**config.mk**
```make
export PLATFORM = sky130hd
export DESIGN_NAME = name_keyed_directory_table_unit
export DESIGN_NICKNAME = d
export VERILOG_FILES = /design/src/nkdt_pkg.sv /design/src/name_keyed_directory_table_unit.sv /design/src/nkdt_ctrl.sv /design/src/nkdt_datapath.sv
export SDC_FILE = /design/constraint.sdc
export NUM_CORES = 2
export LEC_CHECK = 0
export ABC_AREA = 1
export ABC_CLOCK_PERIOD_IN_PS = 4700
export CAP_MARGIN = 20
export CORE_MARGIN = 4
export CORE_UTILIZATION = 42
export DETAILED_ROUTE_END_ITERATION = 10
export DONT_BUFFER_PORTS = 1
export GPL_ROUTABILITY_DRIVEN = 0
export PLACE_DENSITY_LB_ADDON = 0.08
export SYNTH_ARGS = -nofsm -noshare
export SYNTH_HDL_FRONTEND = slang
export SYNTH_SLANG_ARGS = --single-unit
```
**constraint.sdc**
```tcl
create_clock -name clk -period 4.7 [get_ports clk]
set_clock_uncertainty 0.15 [all_clocks]
set_input_delay 0.235 -clock clk [delete_from_list [all_inputs] [get_ports clk]]
set_output_delay 0.235 -clock clk [all_outputs]
set_load 0.02 [all_outputs]
```
**src/nkdt_pkg.sv**
```systemverilog
// Shared types, constants and the name normalisation function of the directory table.
`timescale 1ns / 1ps
`default_nettype none

package nkdt_pkg;

    localparam int TABLE_SIZE_DEF = 16;
    localparam int NAME_BYTES_DEF = 9;
    localparam int NAME_BYTES_MAX = 9;

    localparam int MODE_W   = 2;
    localparam int STATUS_W = 2;
    localparam int INDEX_W  = 4;
    localparam int SECTOR_W = 10;
    localparam int KEY_W    = 8 * NAME_BYTES_MAX;

    // Input transfer: name head, name tail, sector, padded to whole bytes.
    localparam int IN_DATA_W  = ((KEY_W + SECTOR_W + 7) / 8) * 8;
    // Result transfer: entry index, sector, padded to whole bytes.
    localparam int OUT_DATA_W = ((INDEX_W + SECTOR_W + 7) / 8) * 8;

    localparam logic [MODE_W-1:0] MODE_FIND   = 2'd0;
    localparam logic [MODE_W-1:0] MODE_ADD    = 2'd1;
    localparam logic [MODE_W-1:0] MODE_REMOVE = 2'd2;

    localparam logic [STATUS_W-1:0] STATUS_DONE      = 2'd0;
    localparam logic [STATUS_W-1:0] STATUS_NOT_FOUND = 2'd1;
    localparam logic [STATUS_W-1:0] STATUS_PRESENT   = 2'd2;
    localparam logic [STATUS_W-1:0] STATUS_FULL      = 2'd3;

    typedef struct packed {
        logic load;
        logic scan;
        logic commit;
    } nkdt_cmd_t;

    typedef struct packed {
        logic scan_last;
        logic out_free;
    } nkdt_stat_t;

    // Every byte from the first zero byte onwards, and beyond name_bytes, reads as zero.
    function automatic logic [KEY_W-1:0] normalize_key(input logic [63:0] head,
                                                       input logic [7:0] tail,
                                                       input int name_bytes);
        logic [KEY_W-1:0] raw;
        logic [KEY_W-1:0] key;
        logic             ended;
        raw   = {tail, head};
        key   = '0;
        ended = 1'b0;
        for (int i = 0; i < NAME_BYTES_MAX; i++)
        begin
            if (i >= name_bytes || raw[8*i +: 8] == 8'h00)
            begin
                ended = 1'b1;
            end
            key[8*i +: 8] = ended ? 8'h00 : raw[8*i +: 8];
        end
        return key;
    endfunction

endpackage

`default_nettype wire

```
**src/name_keyed_directory_table_unit.sv**
```systemverilog
// Top level of the name-keyed directory table: controller and datapath.
//
//  Channel | Direction | tdata (low bit up)                             | tuser
//  --------+-----------+------------------------------------------------+------------
//  s_axis  | in        | name_head[63:0] name_tail[71:64] sector_in[81:72] | mode[1:0]
//  m_axis  | out       | entry_index[3:0] sector_out[13:4]              | status[1:0]
//
// One request is handled at a time. The block latches each accepted request, then the
// single read port of the entry memory sweeps the table one entry per cycle, the
// compare stage takes the last entry, and a commit step updates the table and loads
// the result register; only after the commit does the block accept the next
// request.
// Reset clears every valid bit at once, so the table is empty and usable straight
// after reset; the key and sector memory is never cleared.
// A result waiting on m_axis does not stop the next request being accepted and
// swept; only its commit waits until the result register has been emptied.
`timescale 1ns / 1ps
`default_nettype none

module name_keyed_directory_table_unit #(
    parameter int TABLE_SIZE = nkdt_pkg::TABLE_SIZE_DEF,
    parameter int NAME_BYTES = nkdt_pkg::NAME_BYTES_DEF
) (
    input  wire                              clk,
    input  wire                              rst_n,
    input  wire                              s_axis_tvalid,
    output logic                             s_axis_tready,
    // name_head[63:0], name_tail[71:64], sector_in[81:72], zero pad [87:82]
    input  wire [nkdt_pkg::IN_DATA_W-1:0]    s_axis_tdata,
    // mode[1:0]
    input  wire [nkdt_pkg::MODE_W-1:0]       s_axis_tuser,
    output logic                             m_axis_tvalid,
    input  wire                              m_axis_tready,
    // entry_index[3:0], sector_out[13:4], zero pad [15:14]
    output logic [nkdt_pkg::OUT_DATA_W-1:0]  m_axis_tdata,
    // status[1:0]
    output logic [nkdt_pkg::STATUS_W-1:0]    m_axis_tuser
);
    import nkdt_pkg::*;

    // Commands from the controller and status back from the datapath.
    nkdt_cmd_t  cmd;
    nkdt_stat_t stat;

    nkdt_ctrl u_ctrl (
        .clk           (clk),
        .rst_n         (rst_n),
        .s_axis_tvalid (s_axis_tvalid),
        .s_axis_tready (s_axis_tready),
        .stat          (stat),
        .cmd           (cmd)
    );

    nkdt_datapath #(
        .TABLE_SIZE (TABLE_SIZE),
        .NAME_BYTES (NAME_BYTES)
    ) u_datapath (
        .clk           (clk),
        .rst_n         (rst_n),
        .cmd           (cmd),
        .stat          (stat),
        .s_axis_tdata  (s_axis_tdata),
        .s_axis_tuser  (s_axis_tuser),
        .m_axis_tvalid (m_axis_tvalid),
        .m_axis_tready (m_axis_tready),
        .m_axis_tdata  (m_axis_tdata),
        .m_axis_tuser  (m_axis_tuser)
    );

endmodule

`default_nettype wire

```
**src/nkdt_ctrl.sv**
```systemverilog
// Controller state machine: accept, sweep the table, drain the compare stage, commit.
`timescale 1ns / 1ps
`default_nettype none

module nkdt_ctrl (
    input  wire                 clk,
    input  wire                 rst_n,
    input  wire                 s_axis_tvalid,
    output logic                s_axis_tready,
    input  nkdt_pkg::nkdt_stat_t stat,
    output nkdt_pkg::nkdt_cmd_t  cmd
);
    import nkdt_pkg::*;

    localparam logic [1:0] S_IDLE   = 2'd0;
    localparam logic [1:0] S_SCAN   = 2'd1;
    localparam logic [1:0] S_DRAIN  = 2'd2;
    localparam logic [1:0] S_COMMIT = 2'd3;

    logic [1:0] state_reg;
    logic [1:0] state_next;

    always_comb
    begin
        state_next    = state_reg;
        s_axis_tready = 1'b0;
        cmd           = '0;
        case (state_reg)
            S_IDLE:
            begin
                s_axis_tready = 1'b1;
                if (s_axis_tvalid)
                begin
                    cmd.load   = 1'b1;
                    state_next = S_SCAN;
                end
            end
            S_SCAN:
            begin
                cmd.scan = 1'b1;
                if (stat.scan_last)
                begin
                    state_next = S_DRAIN;
                end
            end
            S_DRAIN:
            begin
                state_next = S_COMMIT;
            end
            S_COMMIT:
            begin
                // Hold until the result register can take the answer.
                if (stat.out_free)
                begin
                    cmd.commit = 1'b1;
                    state_next = S_IDLE;
                end
            end
            default:
            begin
                state_next = S_IDLE;
            end
        endcase
    end

    always_ff @(posedge clk or negedge rst_n)
    begin
        if (!rst_n)
        begin
            state_reg <= S_IDLE;
        end
        else
        begin
            state_reg <= state_next;
        end
    end

endmodule

`default_nettype wire

```
**src/nkdt_datapath.sv**
```systemverilog
// Datapath: entry memory, valid bits, sweep counter, compare stage, result register.
`timescale 1ns / 1ps
`default_nettype none

module nkdt_datapath #(
    parameter int TABLE_SIZE = nkdt_pkg::TABLE_SIZE_DEF,
    parameter int NAME_BYTES = nkdt_pkg::NAME_BYTES_DEF
) (
    input  wire                              clk,
    input  wire                              rst_n,
    input  nkdt_pkg::nkdt_cmd_t              cmd,
    output nkdt_pkg::nkdt_stat_t             stat,
    input  wire [nkdt_pkg::IN_DATA_W-1:0]    s_axis_tdata,
    input  wire [nkdt_pkg::MODE_W-1:0]       s_axis_tuser,
    output logic                             m_axis_tvalid,
    input  wire                              m_axis_tready,
    output logic [nkdt_pkg::OUT_DATA_W-1:0]  m_axis_tdata,
    output logic [nkdt_pkg::STATUS_W-1:0]    m_axis_tuser
);
    import nkdt_pkg::*;

    localparam int IDX_W  = (TABLE_SIZE > 1) ? $clog2(TABLE_SIZE) : 1;
    localparam int WORD_W = KEY_W + SECTOR_W;

    // Request held for the whole sweep.
    logic [MODE_W-1:0]   mode_reg;
    logic [KEY_W-1:0]    key_reg;
    logic [SECTOR_W-1:0] sector_reg;

    logic [WORD_W-1:0]     mem_reg [TABLE_SIZE];
    logic [TABLE_SIZE-1:0] valid_reg;

    logic [IDX_W-1:0]  cnt_reg;
    logic [WORD_W-1:0] rd_word_reg;
    logic              rd_valid_reg;
    logic              cmp_en_reg;
    logic [IDX_W-1:0]  cmp_idx_reg;

    logic                hit_found_reg;
    logic [IDX_W-1:0]    hit_idx_reg;
    logic [SECTOR_W-1:0] hit_sector_reg;
    logic                free_found_reg;
    logic [IDX_W-1:0]    free_idx_reg;

    logic                out_valid_reg;
    logic [STATUS_W-1:0] out_status_reg;
    logic [INDEX_W-1:0]  out_index_reg;
    logic [SECTOR_W-1:0] out_sector_reg;

    logic                match;
    logic                is_free;
    logic                wr_en;
    logic                clr_en;
    logic [STATUS_W-1:0] res_status;
    logic [IDX_W-1:0]    res_idx;
    logic [SECTOR_W-1:0] res_sector;
    logic [IDX_W+INDEX_W-1:0] res_idx_ext;

    assign match   = cmp_en_reg && rd_valid_reg && (rd_word_reg[KEY_W-1:0] == key_reg);
    assign is_free = cmp_en_reg && !rd_valid_reg;

    assign stat.scan_last = (cnt_reg == IDX_W'(TABLE_SIZE - 1));
    assign stat.out_free  = !out_valid_reg || m_axis_tready;

    always_comb
    begin
        res_status = STATUS_NOT_FOUND;
        res_idx    = '0;
        res_sector = '0;
        wr_en      = 1'b0;
        clr_en     = 1'b0;
        case (mode_reg)
            MODE_FIND:
            begin
                if (hit_found_reg)
                begin
                    res_status = STATUS_DONE;
                    res_idx    = hit_idx_reg;
                    res_sector = hit_sector_reg;
                end
            end
            MODE_ADD:
            begin
                if (hit_found_reg)
                begin
                    res_status = STATUS_PRESENT;
                end
                else if (free_found_reg)
                begin
                    res_status = STATUS_DONE;
                    res_idx    = free_idx_reg;
                    wr_en      = cmd.commit;
                end
                else
                begin
                    res_status = STATUS_FULL;
                end
            end
            MODE_REMOVE:
            begin
                if (hit_found_reg)
                begin
                    res_status = STATUS_DONE;
                    res_idx    = hit_idx_reg;
                    clr_en     = cmd.commit;
                end
            end
            default:
            begin
                res_status = STATUS_NOT_FOUND;
            end
        endcase
    end

    // Only the low bits of the entry number are reported.
    assign res_idx_ext = {{INDEX_W{1'b0}}, res_idx};

    always_ff @(posedge clk)
    begin
        if (cmd.load)
        begin
            mode_reg   <= s_axis_tuser;
            key_reg    <= normalize_key(s_axis_tdata[63:0], s_axis_tdata[71:64], NAME_BYTES);
            sector_reg <= s_axis_tdata[KEY_W +: SECTOR_W];
        end
        if (cmd.scan)
        begin
            rd_word_reg <= mem_reg[cnt_reg];
        end
        if (wr_en)
        begin
            mem_reg[free_idx_reg] <= {sector_reg, key_reg};
        end
        if (match && !hit_found_reg)
        begin
            hit_idx_reg    <= cmp_idx_reg;
            hit_sector_reg <= rd_word_reg[WORD_W-1:KEY_W];
        end
        if (is_free && !free_found_reg)
        begin
            free_idx_reg <= cmp_idx_reg;
        end
        if (cmd.commit)
        begin
            out_status_reg <= res_status;
            out_index_reg  <= res_idx_ext[INDEX_W-1:0];
            out_sector_reg <= res_sector;
        end
    end

    always_ff @(posedge clk or negedge rst_n)
    begin
        if (!rst_n)
        begin
            valid_reg      <= '0;
            cnt_reg        <= '0;
            rd_valid_reg   <= 1'b0;
            cmp_en_reg     <= 1'b0;
            cmp_idx_reg    <= '0;
            hit_found_reg  <= 1'b0;
            free_found_reg <= 1'b0;
            out_valid_reg  <= 1'b0;
        end
        else
        begin
            if (wr_en)
            begin
                valid_reg[free_idx_reg] <= 1'b1;
            end
            else if (clr_en)
            begin
                valid_reg[hit_idx_reg] <= 1'b0;
            end

            if (cmd.load)
            begin
                cnt_reg <= '0;
            end
            else if (cmd.scan && !stat.scan_last)
            begin
                cnt_reg <= cnt_reg + 1'b1;
            end

            cmp_en_reg <= cmd.scan;
            if (cmd.scan)
            begin
                rd_valid_reg <= valid_reg[cnt_reg];
                cmp_idx_reg  <= cnt_reg;
            end

            if (cmd.load)
            begin
                hit_found_reg  <= 1'b0;
                free_found_reg <= 1'b0;
            end
            else
            begin
                if (match)
                begin
                    hit_found_reg <= 1'b1;
                end
                if (is_free)
                begin
                    free_found_reg <= 1'b1;
                end
            end

            if (cmd.commit)
            begin
                out_valid_reg <= 1'b1;
            end
            else if (m_axis_tready)
            begin
                out_valid_reg <= 1'b0;
            end
        end
    end

    assign m_axis_tvalid = out_valid_reg;
    assign m_axis_tuser  = out_status_reg;
    assign m_axis_tdata  = {{(OUT_DATA_W - INDEX_W - SECTOR_W){1'b0}},
                            out_sector_reg, out_index_reg};

endmodule

`default_nettype wire

```
==> impl_results.md <==
- Status: complete, no violations
- Seq/Total Area, Yosys: 76.0%
- Top cells by area, synth: edfxtp_1 75%, o21ai_0 5.5%, nor2_1 5.4%
- Reg2Reg Depth: 6
- EDFF count, synth: 1512
- Drt first-iter violations: 3234
- Power after layout: 0.0400 W
- Fraction of layout cells with a size suffix above 1: 6.98%
- R2R Setup Slk: 1.57 ns
- Yosys warning total: 0
- Number of H-tree levels: 4
- Resize count post-CTS: 0
- Root Driver: clkbuf_16
- Routed Antenna Nets: 0
- Final Cell Area: 0.0694 mm2
- Worst-Margin Slew: 1.04 ns
- Yosys top cell area share: 74.8%
- Die area: 0.151 mm2
- Core ar.: 0.144 mm2
- First-pass GRT wire length: 254000 um
- Largest net degree at the start of global routing: 152
- Drt wl/cell: 26.0 um
- Initial antenna violation count: 5
- Period utilization: 66.7%
- Reg clk slew, reported paths: 0.06 ns
- Slew margin rel.: 30.5%
- Num ports: 114
- Cell count after synthesis: 4647
- NumNets Final: 4859
- Fillers: 12711
- Minimum clock period: 3.13 ns
- Largest fanout on the critical path: 24
- Max incr delay on CP: 0.70 ns
- Worst path slowest cell: nor2_4
- R2r endpoint: u_datapath.mem_reg[15][26]
- Final setup fails: 0
- Cell taking the most area after synthesis: edfxtp_1
- Height of the die: 388 um
- Max VDD drop: 0.570 mV
- Die X: 388 um
- Min Hold Slack: 0.0418 ns
- Worst Path Arrival: 3.38 ns
- Lkg Pwr: 23.0 nW
- Main flop type after synthesis: edfxtp_1
- TritonCTS clock tree: done
- Buf+Inv Stages, Crit Path: 1
- Synthesized cell area: 0.0607 mm2
- Synthesized area per cell: 13.1 um2
- Setup TNS Final: 0 ns
- FF+latch count, synth: 1543
- Ys async rst share: 2.01%
- Min-Delay Endpoint: u_datapath.key_reg[22]
- Sink Count: 1543
- Layout Area Growth over Synthesis: 14.3%
- Hold Crit Start: s_axis_tdata[23]
- Bufs on Longest Clock Path: 3
- Fin. Hold Viols: 0
- CP required: 4.95 ns
- Row count: 139
- Synth top cells by count: 1512 x edfxtp_1, 872 x nor2_1, 669 x o21ai_0
- Worst slack, placed: 1.50 ns
- Via Count: 37809
- Worst-Skew Late Latency: 0.78 ns
- Max Cap Viol: 0
- CP Launch Type: register
- Crit path max-delay family: simple AND/OR/NAND/NOR gates
- Count leader, synth: edfxtp_1
- Vias in the first global route: 36352
- Hold Crit Depth: 4
- CTS buffer count: 165
- Setup slack after layout: 1.57 ns
- HPWL Detailed: 89100 um
- FMAX: 319 MHz
- Number of remaining DRC errors: 0
- RSZ-0062 raised after global routing: false
- Starting density of the core: 42.3%
- Final WL: 176000 um
- Hold WC Path Type: in -> reg
- Unique masters post-synth: 41
- Critical path class: reg -> reg
- Crit end category: register
- Slew Viols, Final: 0
- CP Cell Sequence: nand2_1 -> nand2_1 -> nor2_4 -> nand3_1 -> nor2_4 -> buf_4
- I/O Buffers: 0
- Tot GR Track Use: 23.1%
- Pwr dens: 576 mW/mm2
- Critical R2R Launch: u_datapath.m_axis_tvalid
- Vias per inst: 5.57
- 1st-pass router iterations: 6
- GR Overflow Total: 0
- DP Area: 0.0632 mm2
- Max reg flops: 1312
-- cell usage in the layout (no fill, tap or decap), drive strengths merged, types with 95 or more instances in the layout --
cell type | Yosys | final
nor2 | 877 | 877
nand3 | 134 | 134
o22ai | 228 | 228
inv | 234 | 240
o221ai | 107 | 107
nand2 | 423 | 423
buf | 107 | 95
clkbuf | 169 | 219
o21ai | 672 | 672
edfxtp | 1512 | 1512
dlygate4sd3 | 0 | 126
-- per-stage QoR --
stage / utilization, % / cells
2_1_floorplan: - / 4648
3_3_place_gp: 44.0 / 6368
3_5_place_dp: 44.0 / 6368
4_1_cts: 48.3 / 6787
5_1_grt: 48.3 / 6787
6_report: 48.3 / 6788
-- final cells by class --
cell class / count / area, um2 / area share (%)
well taps: 1903 / 2380 / 3.43
repair buffers: 221 / 2470 / 3.57
clock inverters: 72 / 458 / 0.660
diodes: 1 / 2.50 / 0.00361
flip-flops and latches: 1543 / 46200 / 66.6
multi-input cells: 2591 / 12500 / 18.1
inverters: 238 / 947 / 1.36
clock buffers: 219 / 4420 / 6.36
-- per-layer routing --
metal / track usage (%) / part of all wire, % / vias to the layer above
li1: - / - / 17223
met1: 32.9 / 45 / 19267
met2: 37.3 / 47 / 1094
met3: 3.64 / 5.7 / 225
met4: 5.93 / 2.1 / 0
met5: 0 / 0 / -
-- how the worst max path moves through the flow --
stage | from | endpoint | slack [ns] | cells past startpoint
2_1_floorplan | u_datapath.m_axis_tvalid | u_datapath.mem_reg[15][0] | -0.44 | 5
5_1_grt | u_datapath.key_reg[2] | u_datapath.hit_sector_reg[6] | 1.33 | 11
6_report | u_datapath.m_axis_tvalid | u_datapath.mem_reg[15][26] | 1.57 | 6
4_1_cts | u_datapath.m_axis_tvalid | u_datapath.mem_reg[15][26] | 1.47 | 6
3_3_place_gp | u_datapath.m_axis_tvalid | u_datapath.mem_reg[15][29] | 1.50 | 6
3_5_place_dp | u_datapath.m_axis_tvalid | u_datapath.mem_reg[15][29] | 1.50 | 6
-- worst reg2reg max path: stages (launching register included) --
cell	delay (ns)
dfrtp_1	0.45
nand2_1	0.15
nand2_1	0.17
nor2_4	0.20
nand3_1	0.32
nor2_4	0.71
buf_4	0.54
-- timing repair --
action | 4_1_cts | 5_1_grt
buffers inserted | 0 | 0
hold buffers | 128 | 0
endpoints found under the setup margin | 0 | 0
hold endpoints to repair | 129 | 0
-- power by group --
part           switching (W)  internal, W  total [W]
sequential           0.00108       0.0165     0.0176
clock                0.00519      0.00683     0.0120
combinational        0.00728      0.00307     0.0103
total                 0.0136       0.0264     0.0400
-- cells by family after synthesis --
group,Yosys count,share of synthesized area (%)
adders and majority gates,5,0.103
DFF,1543,76.0
and+or+nand+nor,1476,9.67
xor gates and xnor gates,12,0.173
buffers and inverters,514,3.53
AOI/OAI and AO/OA,1096,10.5
other,1,0.00617
Power figures use the tool's default switching activity.
